==> config.mk <==
export PLATFORM = sky130hd
export DESIGN_NAME = cpo_ctrl
export DESIGN_NICKNAME = d
export VERILOG_FILES = /design/src/cpo_pkg.sv /design/src/cpo_ctrl.sv
export SDC_FILE = /design/constraint.sdc
export NUM_CORES = 1
export LEC_CHECK = 0
export ABC_AREA = 0
export BUFFER_PORTS_ARGS = -buffer_cell sky130_fd_sc_hd__buf_2
export CAP_MARGIN = 10
export CORE_MARGIN = 8
export CORE_UTILIZATION = 50
export DETAILED_ROUTE_END_ITERATION = 6
export PLACE_DENSITY = 0.72
export SLEW_MARGIN = 20
export SYNTH_ARGS = -nofsm -noshare
export SYNTH_HDL_FRONTEND = slang
export SYNTH_SLANG_ARGS = --single-unit
==> constraint.sdc <==
create_clock -name clock -period 1.89 [get_ports clock]
set_clock_uncertainty 0.1 [all_clocks]
set_input_delay 0.189 -clock clock [delete_from_list [all_inputs] [get_ports clock]]
set_output_delay 0.189 -clock clock [all_outputs]
set_load 0.01 [all_outputs]
==> src/cpo_pkg.sv <==
// Shared types for the closest point on polygon outline block.
package cpo_pkg;

   typedef enum logic [3:0] {
      OP_NONE,
      OP_LOAD,
      OP_DIFF,
      OP_MUL,
      OP_SUM,
      OP_NUM,
      OP_DIVLD,
      OP_DIVSTEP,
      OP_CAND,
      OP_ERR,
      OP_SQ,
      OP_CMP,
      OP_EMIT
   } op_type;

   typedef enum logic {
      EDGE_PREV,
      EDGE_CLOSE
   } edge_type;

   typedef struct packed {
      op_type   op;
      logic     first;
      edge_type edge_sel;
   } cmd_type;

   typedef struct packed {
      logic proj;
      logic out_free;
   } sts_type;

endpackage

==> src/cpo_ctrl.sv <==
// Controller: sequences loads, edge evaluation steps, division and result emit.
module cpo_ctrl #(
   parameter int COORD_WIDTH = 15,
   parameter int FRAC_BITS   = 8
) (
   input  logic             clock,
   input  logic             reset,
   input  logic             req_tvalid,
   input  logic             req_tlast,
   output logic             req_tready,
   output cpo_pkg::cmd_type cmd,
   input  cpo_pkg::sts_type sts
);

   localparam int QB = COORD_WIDTH + FRAC_BITS;
   localparam int CW = $clog2(QB);

   typedef enum logic [3:0] {
      ST_IDLE,
      ST_DIFF,
      ST_MUL,
      ST_SUM,
      ST_NUM,
      ST_DIVLD,
      ST_DIV,
      ST_CAND,
      ST_ERR,
      ST_SQ,
      ST_CMP,
      ST_EMIT
   } state_type;

   state_type         state_ff;
   logic [CW-1:0]     cnt_ff;
   logic              in_set_ff;
   logic              last_ff;
   cpo_pkg::edge_type edge_ff;

   assign req_tready = (state_ff == ST_IDLE);

   always_comb begin
      cmd.first    = !in_set_ff;
      cmd.edge_sel = edge_ff;
      case (state_ff)
         ST_IDLE:  cmd.op = req_tvalid ? cpo_pkg::OP_LOAD : cpo_pkg::OP_NONE;
         ST_DIFF:  cmd.op = cpo_pkg::OP_DIFF;
         ST_MUL:   cmd.op = cpo_pkg::OP_MUL;
         ST_SUM:   cmd.op = cpo_pkg::OP_SUM;
         ST_NUM:   cmd.op = cpo_pkg::OP_NUM;
         ST_DIVLD: cmd.op = cpo_pkg::OP_DIVLD;
         ST_DIV:   cmd.op = cpo_pkg::OP_DIVSTEP;
         ST_CAND:  cmd.op = cpo_pkg::OP_CAND;
         ST_ERR:   cmd.op = cpo_pkg::OP_ERR;
         ST_SQ:    cmd.op = cpo_pkg::OP_SQ;
         ST_CMP:   cmd.op = cpo_pkg::OP_CMP;
         ST_EMIT:  cmd.op = sts.out_free ? cpo_pkg::OP_EMIT : cpo_pkg::OP_NONE;
         default:  cmd.op = cpo_pkg::OP_NONE;
      endcase
   end

   always_ff @(posedge clock) begin
      if (reset) begin
         state_ff  <= ST_IDLE;
         cnt_ff    <= '0;
         in_set_ff <= 1'b0;
         last_ff   <= 1'b0;
         edge_ff   <= cpo_pkg::EDGE_PREV;
      end else begin
         case (state_ff)
            ST_IDLE: begin
               if (req_tvalid) begin
                  last_ff <= req_tlast;
                  if (!in_set_ff) begin
                     in_set_ff <= 1'b1;
                     // a lone vertex still closes on itself
                     if (req_tlast) begin
                        edge_ff  <= cpo_pkg::EDGE_CLOSE;
                        state_ff <= ST_DIFF;
                     end
                  end else begin
                     edge_ff  <= cpo_pkg::EDGE_PREV;
                     state_ff <= ST_DIFF;
                  end
               end
            end
            ST_DIFF:  state_ff <= ST_MUL;
            ST_MUL:   state_ff <= ST_SUM;
            ST_SUM:   state_ff <= ST_NUM;
            ST_NUM:   state_ff <= sts.proj ? ST_DIVLD : ST_CAND;
            ST_DIVLD: begin
               cnt_ff   <= '0;
               state_ff <= ST_DIV;
            end
            ST_DIV: begin
               if (cnt_ff == CW'(QB - 1)) begin
                  cnt_ff   <= '0;
                  state_ff <= ST_CAND;
               end else begin
                  cnt_ff <= cnt_ff + 1'b1;
               end
            end
            ST_CAND:  state_ff <= ST_ERR;
            ST_ERR:   state_ff <= ST_SQ;
            ST_SQ:    state_ff <= ST_CMP;
            ST_CMP: begin
               if (last_ff && edge_ff == cpo_pkg::EDGE_PREV) begin
                  edge_ff  <= cpo_pkg::EDGE_CLOSE;
                  state_ff <= ST_DIFF;
               end else if (last_ff) begin
                  state_ff <= ST_EMIT;
               end else begin
                  state_ff <= ST_IDLE;
               end
            end
            ST_EMIT: begin
               // hold until the output register is free
               if (sts.out_free) begin
                  in_set_ff <= 1'b0;
                  state_ff  <= ST_IDLE;
               end
            end
            default: state_ff <= ST_IDLE;
         endcase
      end
   end

`ifndef SYNTHESIS
   a_cnt_range: assert property (@(posedge clock) disable iff (reset)
      (state_ff == ST_DIV) |-> (cnt_ff <= CW'(QB - 1)))
      else $error("divide step count out of range");
   a_open_set_edge: assert property (@(posedge clock) disable iff (reset)
      (req_tvalid && req_tready && in_set_ff) |=> (state_ff == ST_DIFF))
      else $error("vertex in open set did not start an edge");
   a_emit_closes: assert property (@(posedge clock) disable iff (reset)
      (state_ff == ST_EMIT && sts.out_free) |=> !in_set_ff && state_ff == ST_IDLE)
      else $error("emit did not close the set");
`endif

endmodule

==> results_dict.tcl, run 1 <==
set metrics [dict create \
    avgRoutedWirePerCell_um 14.1 \
    worst_pin_slew_ns 0.381 \
    fillers 147 \
    seq_area_frac_synth_pct 29.4 \
    grt_max_degree 19 \
    synth_edf_count 0 \
    drive_gt1_share_pct 23.9 \
    clk_latency_ns 0.28 \
    clock_sinks 12 \
    crit_path_max_fanout 14 \
    route.met3.wl_um 100 \
    r2r-start "cnt_ff[0]" \
    drtPass1Iterations 5 \
    crit_path_end_kind "output port" \
    insertedDiodeCount 0 \
    hold_buffers 0 \
    finalHoldViolations 0 \
    ys_warn_count 0 \
    maxSlewHeadroom_pct 74.4 \
    synthTopCellsByArea "dfxtp_1, xnor2_1, nor2_1, buf_6, a21oi_1" \
    syn_nets 108 \
    core_area_um2 1520 \
    ys_ff_latch 12 \
    cp_slowest_cell "dfxtp_2" \
    worstHoldStart "req_tlast" \
    h-tree-depth 1 \
    syn2layout_area_growth_pct 8.58 \
    reg2reg_depth 6 \
    grt_pass1_wl_um 2880 \
    clkTransAtPathRegs_ns 0.09 \
    grt_pass1_vias 631 \
    grt_overflow 0 \
    clk_path_buf_depth 2 \
    drt_iter0_drc 19 \
    synthDistinctLibCells 37 \
    ys.flop_type "dfxtp_1" \
    route.vias.total 723 \
    wl_met2_um 783 \
    crit_required_ns 1.60 \
    die_area_um2 3180 \
    cts-root-buf "clkbuf_4" \
    outcome "finished, final reports clean" \
    synth.top_cell.area_share_pct 29.4 \
    tns_ns 0 \
    layout.nets 118 \
    cts_tree "built" \
    gp_congestion 0.784 \
    die_w_um 56.4 \
    cp-start-kind "flip-flop" \
    critPathKind "reg2out" \
    cts_buffers 3 \
    max_stage_delay_ns 0.50 \
    wl_met1_um 859 \
    ys_async_sr_fraction_pct 0 \
    r2r_slack_ns 0.35 \
    hold_path_class "in2reg" \
    via_per_inst 5.78 \
    portBuffers 12 \
    cap_violations 0 \
    syn_inst 100 \
    min_to "last_ff" \
    hold_depth 3 \
    vdd_drop_max_uv 518 \
    antenna_found_initial 0 \
    ios 13 \
    num_rows 14 \
    p_leak_nw 0.338 \
    finalSetupViolations 0 \
    slew_viol_final 0 \
    worstPathCellList "and2_1 -> nand2_1 -> o22ai_1 -> buf_2" \
    synth_top_area_cell "dfxtp_1" \
    wl_um 1760 \
    min_period_over_period_pct 94.3 \
    final.min_clock_period_ns 1.78 \
    crit_start "state_ff[0]" \
    fmax_mhz 561 \
    reg2reg_to "cnt_ff[1]" \
    place_hpwl_um 1280 \
    whs_ns 0.0771 \
    start_util_pct 53.6 \
    arrival_ns 1.49 \
    drc 0 \
    syn-cell-area_um2 817 \
    power_density_nw_per_um2 745 \
    grt_usage_pct 10.8 \
    ant_nets 0 \
    syn_area_per_cell_um2 8.17 \
    grt_setup_unrepaired "no" \
    die_h_um 56.4 \
    top_layer "met4" \
]
timing repair:
action | CTS | global route
setup buffers | 0 | 0
gates cloned | 0 | 0
resized for setup | 2 | 2
setup endpoints to repair | 1 | 2
worst max-delay path by stage:
stage               slack (ns)  endpoint  cells after the start
floorplan                 0.49   edge_ff                      4
global placement          0.22    cmd[4]                      4
detailed placement        0.25   edge_ff                      3
CTS                      0.006    cmd[5]                      3
global route             0.001    cmd[4]                      4
finish                    0.11    cmd[4]                      4
layer usage:
| metal | GRT usage (%) | vias to the layer above |
|---|---|---|
| li1 | - | 369 |
| met1 | 13.8 | 333 |
| met2 | 16.0 | 17 |
| met3 | 5.39 | 4 |
| met4 | 2.06 | 0 |
| met5 | 0 | - |
through the flow:
stage / instance area [µm²] / setup WS (ns) / instances / total power, mW / util (%)
6_report: 887 / 0.107 / 125 / 0.661 / 58.2
3_5_place_dp: 846 / 0.247 / 121 / 0.455 / 55.5
2_1_floorplan: 817 / 0.492 / 100 / 0.423 / -
5_1_grt: 887 / 0.00109 / 125 / 0.701 / 58.2
4_1_cts: 885 / 0.00608 / 125 / 0.668 / 58.0
3_3_place_gp: 846 / 0.216 / 121 / 0.454 / 55.5
power breakdown:
part	switching (mW)	total, mW	internal, mW
registers	0.0333	0.303	0.269
logic	0.0786	0.149	0.0704
clock network	0.0920	0.209	0.117
final cells by class:
cell class / instances / area [µm²] / share of cell area, %
Clock buffer: 4 / 36.3 / 4.09
Timing Repair Buffer: 13 / 67.6 / 7.62
Tap cell: 16 / 20.0 / 2.26
Inverter: 6 / 22.5 / 2.54
Multi-Input combinational cell: 74 / 495 / 55.9
Sequential cell: 12 / 245 / 27.6
layout by cell type (no fill, tap or decap), types with 2 or more instances in the layout:
cell type and n:
a211oi_1 2, a21oi_1 6, a31oi_1 2, buf_2 12, clkbuf_4 3, dfxtp_1 8, dfxtp_2 4, ha_1 2
inv_1 6, nand2_1 8, nand2b_1 3, nand3_1 4, nand4b_1 2, nor2_1 10, nor2b_1 3, nor3_1 3
o21ai_0 6, xnor2_1 5
worst max-delay path, delay by kind of cell (launching register included):
family,cells,cell delay [ns]
compound gates,1,0.12
flops,1,0.50
simple gates,2,0.43
buf+inv,1,0.15
state kept, by name, indices dropped and copies added, names as in the netlist:
register   cells
cnt_ff         5
in_set_ff      1
edge_ff        1
state_ff       4
last_ff        1
cells in the mapped netlist, drive strengths merged (2+ instances only):
library cell,count
buf,8
xnor2,6
nand2b,3
inv,6
a31oi,2
nor3,4
a21oi,6
a211oi,3
nor2b,3
o21ai,6
dfxtp,12
nor2,10
nand2,8
nand4b,2
nand3,4
ha,2
logic make-up (layout without fill, tap and decap cells):
kind of cell / after synthesis / after routing / share of synthesized area, %
fa+ha+maj: 2 / 2 / 3.06
compound gates: 27 / 27 / 23.3
buf+inv: 14 / 23 / 9.95
flops: 12 / 12 / 29.4
simple gates: 39 / 39 / 27.0
xor+xnor: 6 / 6 / 7.35
(Power assumes the default switching activity.)
==> inputs of run 2 (changes only) <==
--- a/config.mk
+++ b/config.mk
@@ -5,13 +5,12 @@
 export SDC_FILE = /design/constraint.sdc
 export NUM_CORES = 1
 export LEC_CHECK = 0
-export ABC_AREA = 0
+export ABC_AREA = 1
 export BUFFER_PORTS_ARGS = -buffer_cell sky130_fd_sc_hd__buf_2
 export CAP_MARGIN = 10
 export CORE_MARGIN = 8
-export CORE_UTILIZATION = 50
+export CORE_UTILIZATION = 40
 export DETAILED_ROUTE_END_ITERATION = 6
-export PLACE_DENSITY = 0.72
 export SLEW_MARGIN = 20
 export SYNTH_ARGS = -nofsm -noshare
 export SYNTH_HDL_FRONTEND = slang
==> run 2 against run 1 <==
Net effect:
- final cell count grew 32%
- synthesized cell count grew 24%
- sequential share of layout area shrank 0.79 points
- hold slack gained 0.020 ns
- global-route usage shrank 0.26 points
- die area grew 13%
- setup slack gained 0.13 ns
- non-clock buffer count shrank 1
- total power shrank 6.9%
- cell area grew 0.85%
- first-iteration DRC count grew 26%
==> results_dict.tcl, run 2 <==
set metrics [dict create \
    vdd_drop_max_uv 385 \
    synth.top_cell.area_share_pct 31.0 \
    min_to "last_ff" \
    min_period_over_period_pct 87.5 \
    layout.nets 147 \
    final_common_cell "nand2_1" \
    top_layer "met4" \
    post_dp_cell_area_um2 858 \
    reg2reg_depth 10 \
    grt_pass1_vias 711 \
    die_area_um2 3600 \
    place_hpwl_um 1380 \
    hold_buffers 0 \
    synth_edf_count 0 \
    critPathKind "reg2out" \
    final_cell_mix "nand2_1, inv_1, nor2_1, dfxtp_1, buf_2" \
    ios 13 \
    r2r-start "cnt_ff[0]" \
    ys.flop_type "dfxtp_1" \
    synth_top_area_cell "dfxtp_1" \
    grt_max_degree 9 \
    grt_usage_pct 10.6 \
    avgRoutedWirePerCell_um 10.1 \
    dpl.cell_count 161 \
    slew_viol_final 0 \
    via_per_inst 4.76 \
    start_util_pct 40.8 \
    antenna_found_initial 0 \
    finalHoldViolations 0 \
    cts_buffers 3 \
    grt_overflow 0 \
    cap_violations 0 \
    ys_warn_count 0 \
    synth_compound_area_share_pct 14.4 \
    worstHoldStart "req_tlast" \
    synthMuxAreaShare_pct 0 \
    r2r_slack_ns 0.52 \
    finalSetupViolations 0 \
    netlist_top_cells_count "nand2_1, inv_1, nor2_1" \
    largest-register "cnt_ff" \
    grt_pass1_wl_um 2860 \
    insertedDiodeCount 0 \
    drive_gt1_share_pct 18.8 \
    clk_path_buf_depth 2 \
    arrival_ns 1.37 \
    die_w_um 60.0 \
    ant_nets 0 \
    h-tree-depth 1 \
    drtPass1Iterations 4 \
    synth_most_common_cell "nand2_1" \
    syn_nets 132 \
    drt_iter0_drc 24 \
    largest_reg_flops 5 \
    cp-start-kind "flip-flop" \
    crit_required_ns 1.60 \
    cts_setup_buffers 0 \
    stdcell_area_um2 895 \
    synthXorXnorAreaFrac_pct 1.13 \
    synth_adder_area_share_pct 3.23 \
    p_leak_nw 0.453 \
    syn_area_per_cell_um2 6.26 \
    tns_ns 0 \
    cts_tree "built" \
    pre_cts_ws_ns 0.530 \
    seq_area_frac_synth_pct 31.0 \
    core_area_um2 1900 \
    cts-root-buf "clkbuf_4" \
    clock_sinks 12 \
    outcome "finished, final reports clean" \
    route.met3.wl_um 118 \
    wl_met1_um 731 \
    ys_ff_latch 12 \
    power_density_nw_per_um2 687 \
    instances_no_fill 165 \
    top_regs "cnt_ff (5), state_ff (4)" \
    syn2layout_area_growth_pct 15.3 \
    synth-simple-area-share_pct 36.5 \
    gp_congestion 0.962 \
    ys_async_sr_fraction_pct 0 \
    portBuffers 12 \
    syn-cell-area_um2 776 \
    syn_inst 124 \
    synth_top_family_by_area "simple AND/OR/NAND/NOR gates" \
    final.min_clock_period_ns 1.65 \
    hold_path_class "in2reg" \
    post_cts_resized 0 \
    clkTransAtPathRegs_ns 0.07 \
    clk_latency_ns 0.27 \
    num_rows 16 \
    route.vias.total 785 \
    synthTopCellsByArea "dfxtp_1, nand2_1, inv_1, nor2_1, a21oi_1" \
    worst_pin_slew_ns 0.225 \
    grt_setup_unrepaired "no" \
    die_h_um 60.0 \
    synthDistinctLibCells 23 \
    drc 0 \
    layout_setup_ws_ns 0.236 \
    crit_path_end_kind "output port" \
    crit_path_max_fanout 7 \
    reg2reg_to "state_ff[1]" \
    wl_um 1660 \
    maxSlewHeadroom_pct 85.0 \
    wl_met2_um 777 \
    fmax_mhz 605 \
    hold_depth 3 \
]
-- run 2: worst max-delay path by stage --
stage | startpoint | end | slack (ns) | depth (start not counted)
floorplan | state_ff[2] | edge_ff | 0.64 | 6
global placement | state_ff[3] | cmd[4] | 0.52 | 5
detailed placement | cnt_ff[0] | state_ff[1] | 0.53 | 10
CTS | state_ff[3] | cmd[4] | 0.23 | 5
global route | state_ff[3] | cmd[4] | 0.15 | 5
finish | state_ff[3] | cmd[4] | 0.24 | 5
-- run 2: critical path, stage by stage, from the launching register on --
cell and delay (ns):
dfxtp_1 0.45, inv_2 0.12, nor2_4 0.16, nand3_1 0.16
nand2_1 0.09, buf_2 0.12
-- run 2: power breakdown --
group	switching [mW]	internal [mW]	total (mW)	leakage (nW)
registers	0.0138	0.267	0.281	0.0976
logic	0.0815	0.0514	0.133	0.334
clock network	0.0838	0.117	0.201	0.0210
-- run 2: cell type report --
type / instances / area [µm²]
multi-input combinational: 85 / 428
tap: 27 / 33.8
fill: 216 / 1010
timing repair buffer: 12 / 60.1
clock buffer: 4 / 36.3
sequential: 12 / 240
inverter: 25 / 96.3
-- run 2: cell families (layout without fill, tap and decap cells) --
group,Yosys count,after routing
fa+ha+maj,2,2
xor+xnor,1,1
flops,12,12
compound gates,19,19
simple gates,63,63
buf+inv,27,41
-- run 2: layer usage --
| metal | track usage [%] | up-vias |
|---|---|---|
| li1 | - | 415 |
| met1 | 11.0 | 347 |
| met2 | 17.7 | 19 |
| met3 | 3.23 | 4 |
| met4 | 7.14 | 0 |
| met5 | 0 | - |
-- run 2: metrics by stage --
step | total power, mW | hold WS (ns) | util, %
after detailed placement | 0.420 | 0.374 | 45.1
after global placement | 0.420 | 0.369 | 45.1
final | 0.615 | 0.0976 | 47.0
after CTS | 0.625 | 0.0816 | 47.0
after global routing | 0.660 | 0.0825 | 47.0
after floorplan | 0.382 | 0.254 | -
